==> src/rtl/core/positional_list_engine_assert.svh <==
// assertion macros for the positional list engine
// expects aclk and aresetn in the scope of the including module
`ifndef POSITIONAL_LIST_ENGINE_ASSERT_SVH
`define POSITIONAL_LIST_ENGINE_ASSERT_SVH

// property checked at every clock outside reset
`define PLE_CHECK(lbl, prop, msg) \
    lbl: assert property (@(posedge aclk) disable iff (!aresetn) (prop)) else $error(msg);

// antecedent now, consequent at the next clock
`define PLE_CHECK_NEXT(lbl, ante, cons, msg) \
    lbl: assert property (@(posedge aclk) disable iff (!aresetn) (ante) |=> (cons)) \
        else $error(msg);

`endif

==> src/rtl/core/ple_pkg.sv <==
// shared types and constants of the positional list engine
// no dependencies
package ple_pkg;

    localparam int DEPTH_DEF      = 64;
    localparam int VALUE_BITS_DEF = 16;

    localparam int FUNC_W  = 3;
    localparam int POS_W   = 7;
    localparam int VAL_W   = 16;
    localparam int IDX_W   = 6;
    localparam int REM_W   = 6;
    localparam int ENT_W   = 7;

    typedef enum logic [FUNC_W-1:0] {
        FN_INS_HEAD = 3'd0,
        FN_INS_TAIL = 3'd1,
        FN_RM_HEAD  = 3'd2,
        FN_RM_TAIL  = 3'd3,
        FN_INS_POS  = 3'd4,
        FN_RM_POS   = 3'd5,
        FN_AVG      = 3'd6,
        FN_MAX      = 3'd7
    } func_t;

    typedef enum logic [1:0] {
        ST_OK     = 2'd0,
        ST_EMPTY  = 2'd1,
        ST_BADPOS = 2'd2,
        ST_FULL   = 2'd3
    } status_t;

    typedef struct packed {
        status_t            status;
        logic [VAL_W-1:0]   max_value;
        logic [IDX_W-1:0]   max_index;
        logic [VAL_W-1:0]   avg_quotient;
        logic [REM_W-1:0]   avg_remainder;
        logic [ENT_W-1:0]   entries;
        logic               is_empty;
        logic [VAL_W-1:0]   front_value;
        logic [VAL_W-1:0]   back_value;
    } result_t;

endpackage

==> src/rtl/core/positional_list_engine.sv <==
// top level of the positional list engine: sequencer, value ram, divider, output register
// depends on ple_pkg, ple_ctrl, ple_ram and ple_div

// Bounded ordered list of up to DEPTH values kept in list order in a single-port-read
// ram; one item is worked on at a time and its result waits in an output register, so
// the next item is taken while the result is still pending. Every memory read goes
// through the one ram read port, one entry per clock, and that sets the time per item:
// inserts and removes shift the entries behind the position and refresh the front and
// back values, maximum and average read every entry, average then runs the bit-serial
// divider, and rejected items go straight to the result, each then held until the
// result side takes it. The ram needs no clearing after reset; only entries below the
// fill count are read.
module positional_list_engine
    import ple_pkg::*;
#(
    parameter int DEPTH      = DEPTH_DEF,
    parameter int VALUE_BITS = VALUE_BITS_DEF
) (
    input  logic        aclk,
    input  logic        aresetn,
    input  logic        s_tvalid,
    output logic        s_tready,
    input  logic [23:0] s_tdata,  // position [6:0], value [22:7]
    input  logic [2:0]  s_tuser,  // func [2:0]
    output logic        m_tvalid,
    input  logic        m_tready,
    output logic [87:0] m_tdata   // status, max_value, max_index, avg_quotient,
                                  // avg_remainder, entries, is_empty, front_value, back_value
);

    localparam int AW = $clog2(DEPTH);
    localparam int CW = $clog2(DEPTH + 1);
    localparam int SW = VALUE_BITS + CW;

    result_t               res;
    logic                  res_valid, res_ready;
    logic                  ram_we, ram_re;
    logic [AW-1:0]         ram_waddr, ram_raddr;
    logic [VALUE_BITS-1:0] ram_wdata, ram_rdata;
    logic                  div_start, div_done;
    logic [SW-1:0]         div_num, div_quo;
    logic [CW-1:0]         div_den, div_rem;

    ple_ctrl #(
        .DEPTH      (DEPTH),
        .VALUE_BITS (VALUE_BITS)
    ) u_ctrl (
        .aclk        (aclk),
        .aresetn     (aresetn),
        .in_valid    (s_tvalid),
        .in_ready    (s_tready),
        .in_func     (func_t'(s_tuser)),
        .in_position (s_tdata[6:0]),
        .in_value    (s_tdata[22:7]),
        .res_valid   (res_valid),
        .res_ready   (res_ready),
        .res         (res),
        .ram_we      (ram_we),
        .ram_waddr   (ram_waddr),
        .ram_wdata   (ram_wdata),
        .ram_re      (ram_re),
        .ram_raddr   (ram_raddr),
        .ram_rdata   (ram_rdata),
        .div_start   (div_start),
        .div_num     (div_num),
        .div_den     (div_den),
        .div_done    (div_done),
        .div_quo     (div_quo),
        .div_rem     (div_rem)
    );

    ple_ram #(
        .WIDTH (VALUE_BITS),
        .DEPTH (DEPTH)
    ) u_ram (
        .aclk  (aclk),
        .we    (ram_we),
        .waddr (ram_waddr),
        .wdata (ram_wdata),
        .re    (ram_re),
        .raddr (ram_raddr),
        .rdata (ram_rdata)
    );

    ple_div #(
        .NUM_W (SW),
        .DEN_W (CW)
    ) u_div (
        .aclk    (aclk),
        .aresetn (aresetn),
        .start   (div_start),
        .num     (div_num),
        .den     (div_den),
        .done    (div_done),
        .quo     (div_quo),
        .rem     (div_rem)
    );

    logic        m_tvalid_reg;
    logic [87:0] m_tdata_reg;

    assign res_ready = !m_tvalid_reg || m_tready;

    always_ff @(posedge aclk) begin
        if (!aresetn) begin
            m_tvalid_reg <= 1'b0;
        end else if (res_ready) begin
            m_tvalid_reg <= res_valid;
        end
        if (res_valid && res_ready) begin
            m_tdata_reg <= {2'b00, res.back_value, res.front_value, res.is_empty,
                            res.entries, res.avg_remainder, res.avg_quotient,
                            res.max_index, res.max_value, res.status};
        end
    end

    assign m_tvalid = m_tvalid_reg;
    assign m_tdata  = m_tdata_reg;

endmodule

==> src/rtl/core/ple_ram.sv <==
// generic simple dual-port ram, one write and one registered read port
// no dependencies
module ple_ram #(
    parameter int WIDTH = 16,
    parameter int DEPTH = 64
) (
    input  logic                     aclk,
    input  logic                     we,
    input  logic [$clog2(DEPTH)-1:0] waddr,
    input  logic [WIDTH-1:0]         wdata,
    input  logic                     re,
    input  logic [$clog2(DEPTH)-1:0] raddr,
    output logic [WIDTH-1:0]         rdata
);

    logic [WIDTH-1:0] mem [DEPTH];

    always_ff @(posedge aclk) begin
        if (we) begin
            mem[waddr] <= wdata;
        end
        if (re) begin
            rdata <= mem[raddr];
        end
    end

endmodule

==> src/rtl/core/ple_div.sv <==
// restoring divider, one quotient bit per clock
// no dependencies
module ple_div #(
    parameter int NUM_W = 23,
    parameter int DEN_W = 7
) (
    input  logic             aclk,
    input  logic             aresetn,
    input  logic             start,
    input  logic [NUM_W-1:0] num,
    input  logic [DEN_W-1:0] den,
    output logic             done,
    output logic [NUM_W-1:0] quo,
    output logic [DEN_W-1:0] rem
);

    localparam int SCW = $clog2(NUM_W + 1);

    logic [NUM_W-1:0] quo_reg;
    logic [DEN_W-1:0] rem_reg;
    logic [DEN_W-1:0] den_reg;
    logic [SCW-1:0]   step_reg;
    logic             busy_reg;
    logic             done_reg;

    logic [DEN_W:0]   trial;
    logic [DEN_W:0]   diff;
    logic             ge;

    assign trial = {rem_reg, quo_reg[NUM_W-1]};
    assign ge    = trial >= {1'b0, den_reg};
    assign diff  = trial - {1'b0, den_reg};

    always_ff @(posedge aclk) begin
        if (!aresetn) begin
            busy_reg <= 1'b0;
            done_reg <= 1'b0;
            step_reg <= '0;
        end else begin
            done_reg <= 1'b0;
            if (start) begin
                busy_reg <= 1'b1;
                step_reg <= SCW'(NUM_W);
                quo_reg  <= num;
                rem_reg  <= '0;
                den_reg  <= den;
            end else if (busy_reg) begin
                quo_reg  <= {quo_reg[NUM_W-2:0], ge};
                rem_reg  <= ge ? diff[DEN_W-1:0] : trial[DEN_W-1:0];
                step_reg <= step_reg - SCW'(1);
                if (step_reg == SCW'(1)) begin
                    busy_reg <= 1'b0;
                    done_reg <= 1'b1;
                end
            end
        end
    end

    assign done = done_reg;
    assign quo  = quo_reg;
    assign rem  = rem_reg;

endmodule

==> src/rtl/core/ple_ctrl.sv <==
// list sequencer: decodes an item, shifts, scans and refreshes through the ram
// depends on ple_pkg and the assertion macro header
`include "positional_list_engine_assert.svh"

module ple_ctrl
    import ple_pkg::*;
#(
    parameter int DEPTH      = DEPTH_DEF,
    parameter int VALUE_BITS = VALUE_BITS_DEF,
    localparam int AW        = $clog2(DEPTH),
    localparam int CW        = $clog2(DEPTH + 1),
    localparam int SW        = VALUE_BITS + CW
) (
    input  logic                  aclk,
    input  logic                  aresetn,
    input  logic                  in_valid,
    output logic                  in_ready,
    input  func_t                 in_func,
    input  logic [POS_W-1:0]      in_position,
    input  logic [VAL_W-1:0]      in_value,
    output logic                  res_valid,
    input  logic                  res_ready,
    output result_t               res,
    output logic                  ram_we,
    output logic [AW-1:0]         ram_waddr,
    output logic [VALUE_BITS-1:0] ram_wdata,
    output logic                  ram_re,
    output logic [AW-1:0]         ram_raddr,
    input  logic [VALUE_BITS-1:0] ram_rdata,
    output logic                  div_start,
    output logic [SW-1:0]         div_num,
    output logic [CW-1:0]         div_den,
    input  logic                  div_done,
    input  logic [SW-1:0]         div_quo,
    input  logic [CW-1:0]         div_rem
);

    localparam int CMPW = (CW > POS_W) ? CW : POS_W;

    typedef enum logic [3:0] {
        S_IDLE, S_SHIFT, S_PUT, S_REF0, S_REF1, S_REF2, S_SCAN, S_DIVIDE, S_DONE
    } state_t;

    state_t                state_reg, state_next;
    logic [CW-1:0]         count_reg, count_next;
    logic [CW-1:0]         cnt_reg, cnt_next;
    logic [AW-1:0]         rd_ptr_reg, rd_ptr_next;
    logic                  pend_reg, pend_next;
    logic [AW-1:0]         pend_addr_reg, pend_addr_next;
    logic                  shift_up_reg, shift_up_next;
    func_t                 op_reg, op_next;
    status_t               status_reg, status_next;
    logic [AW-1:0]         at_reg, at_next;
    logic [VALUE_BITS-1:0] val_reg, val_next;
    logic [VALUE_BITS-1:0] front_reg, front_next;
    logic [VALUE_BITS-1:0] back_reg, back_next;
    logic [VALUE_BITS-1:0] maxv_reg, maxv_next;
    logic [AW-1:0]         maxi_reg, maxi_next;
    logic [SW-1:0]         sum_reg, sum_next;
    logic [SW-1:0]         quo_reg, quo_next;
    logic [CW-1:0]         rem_reg, rem_next;

    logic [VALUE_BITS+VAL_W-1:0] val_in_ext;
    logic [VALUE_BITS-1:0]       val_in;
    logic [CMPW-1:0]             cnt_ext, pos_ext, ins_at, rm_at, moves;
    logic [CW-1:0]               count_m1;
    logic                        empty, full;

    assign val_in_ext = {{VALUE_BITS{1'b0}}, in_value};
    assign val_in     = val_in_ext[VALUE_BITS-1:0];
    assign cnt_ext    = CMPW'(count_reg);
    assign pos_ext    = CMPW'(in_position);
    assign count_m1   = count_reg - CW'(1);
    assign empty      = count_reg == '0;
    assign full       = count_reg == CW'(DEPTH);

    always_comb begin
        unique case (in_func)
            FN_INS_HEAD: ins_at = '0;
            FN_INS_TAIL: ins_at = cnt_ext;
            default:     ins_at = empty ? '0 : pos_ext;
        endcase
        unique case (in_func)
            FN_RM_HEAD: rm_at = '0;
            FN_RM_TAIL: rm_at = cnt_ext - CMPW'(1);
            default:    rm_at = pos_ext;
        endcase
    end

    assign in_ready  = state_reg == S_IDLE;
    assign res_valid = state_reg == S_DONE;
    assign div_num   = sum_reg;
    assign div_den   = count_reg;

    always_comb begin
        state_next     = state_reg;
        count_next     = count_reg;
        cnt_next       = cnt_reg;
        rd_ptr_next    = rd_ptr_reg;
        pend_next      = pend_reg;
        pend_addr_next = pend_addr_reg;
        shift_up_next  = shift_up_reg;
        op_next        = op_reg;
        status_next    = status_reg;
        at_next        = at_reg;
        val_next       = val_reg;
        front_next     = front_reg;
        back_next      = back_reg;
        maxv_next      = maxv_reg;
        maxi_next      = maxi_reg;
        sum_next       = sum_reg;
        quo_next       = quo_reg;
        rem_next       = rem_reg;
        moves          = '0;
        ram_we         = 1'b0;
        ram_waddr      = pend_addr_reg;
        ram_wdata      = ram_rdata;
        ram_re         = 1'b0;
        ram_raddr      = rd_ptr_reg;
        div_start      = 1'b0;

        unique case (state_reg)
            S_IDLE: begin
                if (in_valid) begin
                    op_next     = in_func;
                    status_next = ST_OK;
                    val_next    = val_in;
                    pend_next   = 1'b0;
                    unique case (in_func) inside
                        FN_INS_HEAD, FN_INS_TAIL, FN_INS_POS: begin
                            moves = cnt_ext - ins_at;
                            if (in_func == FN_INS_POS && !empty && pos_ext > cnt_ext) begin
                                status_next = ST_BADPOS;
                                state_next  = S_DONE;
                            end else if (full) begin
                                status_next = ST_FULL;
                                state_next  = S_DONE;
                            end else begin
                                at_next       = AW'(ins_at);
                                cnt_next      = CW'(moves);
                                count_next    = count_reg + CW'(1);
                                shift_up_next = 1'b0;
                                rd_ptr_next   = AW'(count_m1);
                                state_next    = (moves == '0) ? S_PUT : S_SHIFT;
                            end
                        end
                        FN_RM_HEAD, FN_RM_TAIL, FN_RM_POS: begin
                            moves = cnt_ext - CMPW'(1) - rm_at;
                            if (empty) begin
                                status_next = ST_EMPTY;
                                state_next  = S_DONE;
                            end else if (in_func == FN_RM_POS && pos_ext >= cnt_ext) begin
                                status_next = ST_BADPOS;
                                state_next  = S_DONE;
                            end else begin
                                cnt_next      = CW'(moves);
                                count_next    = count_m1;
                                shift_up_next = 1'b1;
                                rd_ptr_next   = AW'(rm_at + CMPW'(1));
                                state_next    = (moves == '0) ? S_REF0 : S_SHIFT;
                            end
                        end
                        FN_AVG, FN_MAX: begin
                            if (empty) begin
                                status_next = ST_EMPTY;
                                state_next  = S_DONE;
                            end else begin
                                cnt_next    = count_reg;
                                rd_ptr_next = '0;
                                sum_next    = '0;
                                state_next  = S_SCAN;
                            end
                        end
                    endcase
                end
            end
            S_SHIFT: begin
                if (pend_reg) begin
                    ram_we = 1'b1;
                end
                if (cnt_reg != '0) begin
                    ram_re         = 1'b1;
                    pend_next      = 1'b1;
                    pend_addr_next = shift_up_reg ? rd_ptr_reg - AW'(1) : rd_ptr_reg + AW'(1);
                    rd_ptr_next    = shift_up_reg ? rd_ptr_reg + AW'(1) : rd_ptr_reg - AW'(1);
                    cnt_next       = cnt_reg - CW'(1);
                end else begin
                    pend_next = 1'b0;
                    if (!pend_reg) begin
                        state_next = shift_up_reg ? S_REF0 : S_PUT;
                    end
                end
            end
            S_PUT: begin
                ram_we     = 1'b1;
                ram_waddr  = at_reg;
                ram_wdata  = val_reg;
                state_next = S_REF0;
            end
            S_REF0: begin
                if (count_reg == '0) begin
                    front_next = '0;
                    back_next  = '0;
                    state_next = S_DONE;
                end else begin
                    ram_re     = 1'b1;
                    ram_raddr  = '0;
                    state_next = S_REF1;
                end
            end
            S_REF1: begin
                ram_re     = 1'b1;
                ram_raddr  = AW'(count_m1);
                front_next = ram_rdata;
                state_next = S_REF2;
            end
            S_REF2: begin
                back_next  = ram_rdata;
                state_next = S_DONE;
            end
            S_SCAN: begin
                if (pend_reg) begin
                    sum_next = sum_reg + SW'(ram_rdata);
                    if (pend_addr_reg == '0 || ram_rdata > maxv_reg) begin
                        maxv_next = ram_rdata;
                        maxi_next = pend_addr_reg;
                    end
                end
                if (cnt_reg != '0) begin
                    ram_re         = 1'b1;
                    pend_next      = 1'b1;
                    pend_addr_next = rd_ptr_reg;
                    rd_ptr_next    = rd_ptr_reg + AW'(1);
                    cnt_next       = cnt_reg - CW'(1);
                end else begin
                    pend_next = 1'b0;
                    if (!pend_reg) begin
                        if (op_reg == FN_AVG) begin
                            div_start  = 1'b1;
                            state_next = S_DIVIDE;
                        end else begin
                            state_next = S_DONE;
                        end
                    end
                end
            end
            S_DIVIDE: begin
                if (div_done) begin
                    quo_next   = div_quo;
                    rem_next   = div_rem;
                    state_next = S_DONE;
                end
            end
            S_DONE: begin
                if (res_ready) begin
                    state_next = S_IDLE;
                end
            end
            default: state_next = S_IDLE;
        endcase
    end

    always_ff @(posedge aclk) begin
        if (!aresetn) begin
            state_reg    <= S_IDLE;
            count_reg    <= '0;
            cnt_reg      <= '0;
            pend_reg     <= 1'b0;
            shift_up_reg <= 1'b0;
            front_reg    <= '0;
            back_reg     <= '0;
        end else begin
            state_reg    <= state_next;
            count_reg    <= count_next;
            cnt_reg      <= cnt_next;
            pend_reg     <= pend_next;
            shift_up_reg <= shift_up_next;
            front_reg    <= front_next;
            back_reg     <= back_next;
        end
        rd_ptr_reg    <= rd_ptr_next;
        pend_addr_reg <= pend_addr_next;
        op_reg        <= op_next;
        status_reg    <= status_next;
        at_reg        <= at_next;
        val_reg       <= val_next;
        maxv_reg      <= maxv_next;
        maxi_reg      <= maxi_next;
        sum_reg       <= sum_next;
        quo_reg       <= quo_next;
        rem_reg       <= rem_next;
    end

    // result fields widened then cut to port widths
    logic [VALUE_BITS+VAL_W-1:0] maxv_ext, front_ext, back_ext;
    logic [AW+IDX_W-1:0]         maxi_ext;
    logic [SW+VAL_W-1:0]         quo_ext;
    logic [CW+REM_W-1:0]         rem_ext;
    logic [CW+ENT_W-1:0]         count_ext;
    logic                        ok_max, ok_avg;

    assign maxv_ext  = {{VAL_W{1'b0}}, maxv_reg};
    assign front_ext = {{VAL_W{1'b0}}, front_reg};
    assign back_ext  = {{VAL_W{1'b0}}, back_reg};
    assign maxi_ext  = {{IDX_W{1'b0}}, maxi_reg};
    assign quo_ext   = {{VAL_W{1'b0}}, quo_reg};
    assign rem_ext   = {{REM_W{1'b0}}, rem_reg};
    assign count_ext = {{ENT_W{1'b0}}, count_reg};
    assign ok_max    = status_reg == ST_OK && op_reg == FN_MAX;
    assign ok_avg    = status_reg == ST_OK && op_reg == FN_AVG;

    always_comb begin
        res.status        = status_reg;
        res.max_value     = ok_max ? maxv_ext[VAL_W-1:0] : '0;
        res.max_index     = ok_max ? maxi_ext[IDX_W-1:0] : '0;
        res.avg_quotient  = ok_avg ? quo_ext[VAL_W-1:0] : '0;
        res.avg_remainder = ok_avg ? rem_ext[REM_W-1:0] : '0;
        res.entries       = count_ext[ENT_W-1:0];
        res.is_empty      = empty;
        res.front_value   = empty ? '0 : front_ext[VAL_W-1:0];
        res.back_value    = empty ? '0 : back_ext[VAL_W-1:0];
    end

    `PLE_CHECK(a_count_bound, count_reg <= CW'(DEPTH), "fill count above depth")
    `PLE_CHECK(a_ram_no_collide, (ram_we && ram_re) |-> (ram_waddr != ram_raddr), "ram read and write hit one entry")
    `PLE_CHECK(a_div_in_divide, div_done |-> (state_reg == S_DIVIDE), "divider finished outside divide")
    `PLE_CHECK_NEXT(a_accept_leaves_idle, in_valid && in_ready, state_reg != S_IDLE, "item accepted but sequencer idle")

endmodule
==> config.mk <==
export PLATFORM = sky130hd
export DESIGN_NAME = positional_list_engine
export DESIGN_NICKNAME = d
export VERILOG_FILES = /design/src/rtl/core/ple_pkg.sv /design/src/rtl/core/positional_list_engine.sv /design/src/rtl/core/ple_ram.sv /design/src/rtl/core/ple_div.sv /design/src/rtl/core/ple_ctrl.sv
export VERILOG_INCLUDE_DIRS = /design/src /design/src/rtl/core
export SDC_FILE = /design/constraint.sdc
export NUM_CORES = 2
export LEC_CHECK = 0
export ABC_AREA = 1
export BUFFER_PORTS_ARGS = -buffer_cell sky130_fd_sc_hd__buf_2
export CAP_MARGIN = 15
export CORE_AREA = 2 2 313 346
export DETAILED_ROUTE_END_ITERATION = 6
export DIE_AREA = 0 0 315 348
export PLACE_DENSITY = 0.76
export SYNTH_ARGS = -nofsm -noshare
export SYNTH_HDL_FRONTEND = slang
export SYNTH_SLANG_ARGS = --single-unit
==> constraint.sdc <==
create_clock -name aclk -period 4.4 [get_ports aclk]
set_input_delay 0.22 -clock aclk [delete_from_list [all_inputs] [get_ports aclk]]
set_output_delay 0.22 -clock aclk [all_outputs]
set_load 0.05 [all_outputs]
==> results.cfg <==
[run_status]
outcome = finished, final reports clean

[final_layout]
fillers = 7857
fin_nets = 6198
syn_to_final_growth_pct = 12.3
ff_latch_area_um2 = 39300
drive_above_1_share = 0.0888
antenna_cells = 0
stdcell_area_um2 = 67500
largest_register_ffs = 1024
fin_cells = 7612
multiInputGateArea_um2 = 15400
final_util = 0.635

[yosys]
syn-mean-instance-area_um2 = 10.2
synth-seq-cells = 1329
ys_warn_count = 0
ys_types = 52
async_reset_ff_frac = 0
synthFlopType = edfxtp_1
netlist_area_um2 = 60200
ys_seq_area_frac = 0.653
synth_edf_count = 1269
syn_inst = 5918

[setup_path]
worstPathRequired_ns = 4.81
crit_path_end_kind = register
critPathKind = register to register
path_max_fanout = 16
cp-start-kind = register
crit_buf_inv = 3
path_cells = inv_1 > nor2_1 > nand2_1 > o21ai_1 > inv_1 > nor3_1 > nand2_1 > nor2_1 > buf_4
crit_family = simple AND/OR/NAND/NOR gates
max_stage_delay_ns = 0.79
cp.arrival_ns = 4.13
cp_slowest_cell = o21ai_1

[timing]
max_freq_ghz = 0.269
rsz0062_at_grt = false
fin_crit_sh = 0.845
timing.final.crit_period_ns = 3.72
hold_viol = 0
slew_headroom = 0.167
setup_viol = 0
tns_ns = 0
drv_slew = 0
finClkSkew_ns = 0.0236
worst_pin_slew_ns = 1.25

[cts]
clock-sinks = 1329
clock_latency_ns = 0.75
cts_tree = done
cts_made_buffers = 131
postCtsResizedCells = 0
clockRootBuffer = clkbuf_16
cts_buffer_depth = 3
cts-htree-levels = 4
path_clk_slew_ns = 0.06

[global_route]
grt_max_degree = 125
grt_pass1_wl_mm = 234
overflow = 0
grt_usage = 0.281
antenna_found_initial = 1
grt_pass1_vias = 41082

[routing]
via_per_inst = 5.61
drt-pass1-iter-count = 6
routed_wl_mm = 155
first_iter_violations = 5261
drcViolationCount = 0
wl_per_cell_um = 20.4
ant_nets = 0
via_count = 42728

[die]
start_util = 0.565
num_io_pins = 121
rows = 126
die_h_um = 348
dieArea_um2 = 110000
core_area_um2 = 106000
die_w_um = 315

[placement]
globalplace.congestion = 1.05
place_area_um2 = 63100
port_buffers = 117
placed_cells = 7346
hpwlAfterDp_mm = 94.5

[job]
drv_cap = 0

[pwr]
clkPwrFrac = 0.205
power.total_mw = 52.7
pwr-share-seq = 0.333
p_per_area_nw_per_um2 = 780
p_int_mw = 29.5
p_leak_nw = 28.2
power_switching_mw = 23.1
pwr-share-comb = 0.461
peakVddDrop_mv = 0.604
p_sw_frac = 0.439

[worst_hold_path]
hold_path.class = primary input to register
-- stage by stage --
| step | worst slack, ns | hold WS [ns] |
|---|---|---|
| 2_1_floorplan | 0.673 | 0.319 |
| 3_3_place_gp | 1.02 | 0.398 |
| 3_5_place_dp | 0.841 | 0.399 |
| 4_1_cts | 0.803 | 0.00840 |
| 5_1_grt | 0.397 | 0.0187 |
| 6_report | 0.682 | 0.0454 |
-- per-layer routing --
metal	vias to the layer above	routed length, um	GRT usage	part of all wire
li1	19890	-	-	-
met1	20338	58000	0.358	0.37
met2	2124	75400	0.468	0.49
met3	374	14300	0.0466	0.092
met4	2	7400	0.138	0.048
met5	-	18	0	0.00012
-- area by class of cell --
| class | count | area share |
|---|---|---|
| Timing Repair Buffer | 324 | 0.0396 |
| Clock buffer | 161 | 0.0511 |
| Tap cell | 1408 | 0.0261 |
| Inverter | 1138 | 0.0633 |
| Sequential cell | 1329 | 0.582 |
| Clock inverter | 79 | 0.00984 |
| Multi-Input combinational cell | 3173 | 0.228 |
-- cell usage after synthesis (2+ instances only) --
cell type	n	area [um^2]
nand2_1	1293	4850
edfxtp_1	1269	38100
nand3_1	1139	5700
inv_1	1125	4220
nor2_1	223	837
buf_2	176	881
a21oi_1	91	455
clkbuf_1	70	263
nand3b_1	70	526
o21ai_0	67	335
ha_1	66	826
dfxtp_1	60	1200
a31oi_1	41	257
xor2_1	24	210
buf_1	18	67.6
mux2_2	15	169
nand4_1	14	87.6
nor3_1	14	70.1
buf_4	12	90.1
o22ai_1	12	75.1
inv_2	11	41.3
nor4_1	9	56.3
o211ai_1	9	67.6
o21a_1	9	67.6
o221ai_1	9	78.8
nand2_2	7	43.8
xnor2_1	7	61.3
a211oi_1	6	45.0
nor2_2	5	31.3
or2_2	5	31.3
fa_1	4	80.1
nand3_2	4	40.0
o21ai_1	4	20.0
buf_6	3	33.8
a21o_1	2	15.0
clkinv_1	2	7.51
nand2_4	2	22.5
nor2_4	2	22.5
nor3_2	2	20.0
o2111ai_1	2	17.5
o21ai_2	2	17.5
o21bai_1	2	15.0
o31ai_1	2	15.0
-- placed cells by master (no fill, tap or decap), types with 5 or more instances in the layout --
master,synthesis,routed
xnor2_1,7,7
nand2_1,1293,1292
ha_1,66,66
clkbuf_16,0,133
inv_1,1125,1124
nand2_2,7,5
edfxtp_1,1269,1269
nand4_1,14,14
nor4_2,0,5
nand3b_1,70,70
buf_12,0,36
clkinv_2,0,18
clkbuf_1,70,26
a31oi_1,41,41
clkinv_1,2,38
nor2_1,223,221
o221ai_1,9,9
o21a_1,9,9
a211oi_1,6,6
inv_6,0,7
mux2_2,15,15
a21oi_1,91,87
dlygate4sd3_1,0,24
inv_2,11,11
o211ai_1,9,9
bufinv_16,0,8
o22ai_1,12,11
nor2_2,5,6
xor2_1,24,24
buf_2,176,117
nor3_1,14,13
buf_4,12,145
nand3_1,1139,1139
dfxtp_1,60,60
o21ai_0,67,66
or2_2,5,5
-- worst min-delay path, cell delays in order --
cell and delay [ns]:
buf_2 0.11, inv_1 0.07, o22ai_1 0.16
-- kinds of logic (layout without fill, tap and decap cells) --
kind of cell	after synthesis	count (layout)	synth area share
and+or+nand+nor	2791	2791	0.205
AOI/OAI and AO/OA	264	264	0.0255
DFF	1329	1329	0.653
xor gates and xnor gates	31	31	0.00451
buffers and inverters	1417	1702	0.0932
adders and majority gates	70	70	0.0151
muxes	15	15	0.00281
other	1	2	0.0000623
-- power groups by stage --
stage | clock network, mW | registers (mW) | logic [mW]
after floorplan | 0 | 18.1 | 14.4
after global placement | 0 | 17.8 | 23.1
after detailed placement | 0 | 17.8 | 23.6
after CTS | 10.9 | 17.5 | 23.8
after global routing | 11.4 | 17.6 | 26.1
final | 10.8 | 17.6 | 24.3
-- repair_timing --
action,in CTS,in global routing
setup buffers,0,0
hold buffers,24,0
endpoints found under the hold margin,32,0
-- worst paths after layout --
kind,start,to,slack (ns),depth (start not counted)
max reg2reg,u_ctrl.state_reg[1]$_SDFFE_PN0P_,u_ram.mem[21][11]$_DFFE_PP_,0.68,9
min,s_tdata[4],u_ctrl.at_reg[4]$_DFFE_PP_,0.05,3
min reg2reg,u_div.quo[1]$_DFFE_PP_,u_ctrl.quo_reg[1]$_DFFE_PP_,0.45,0
max,u_ctrl.state_reg[1]$_SDFFE_PN0P_,u_ram.mem[21][11]$_DFFE_PP_,0.68,9
(Power assumes the default switching activity.)
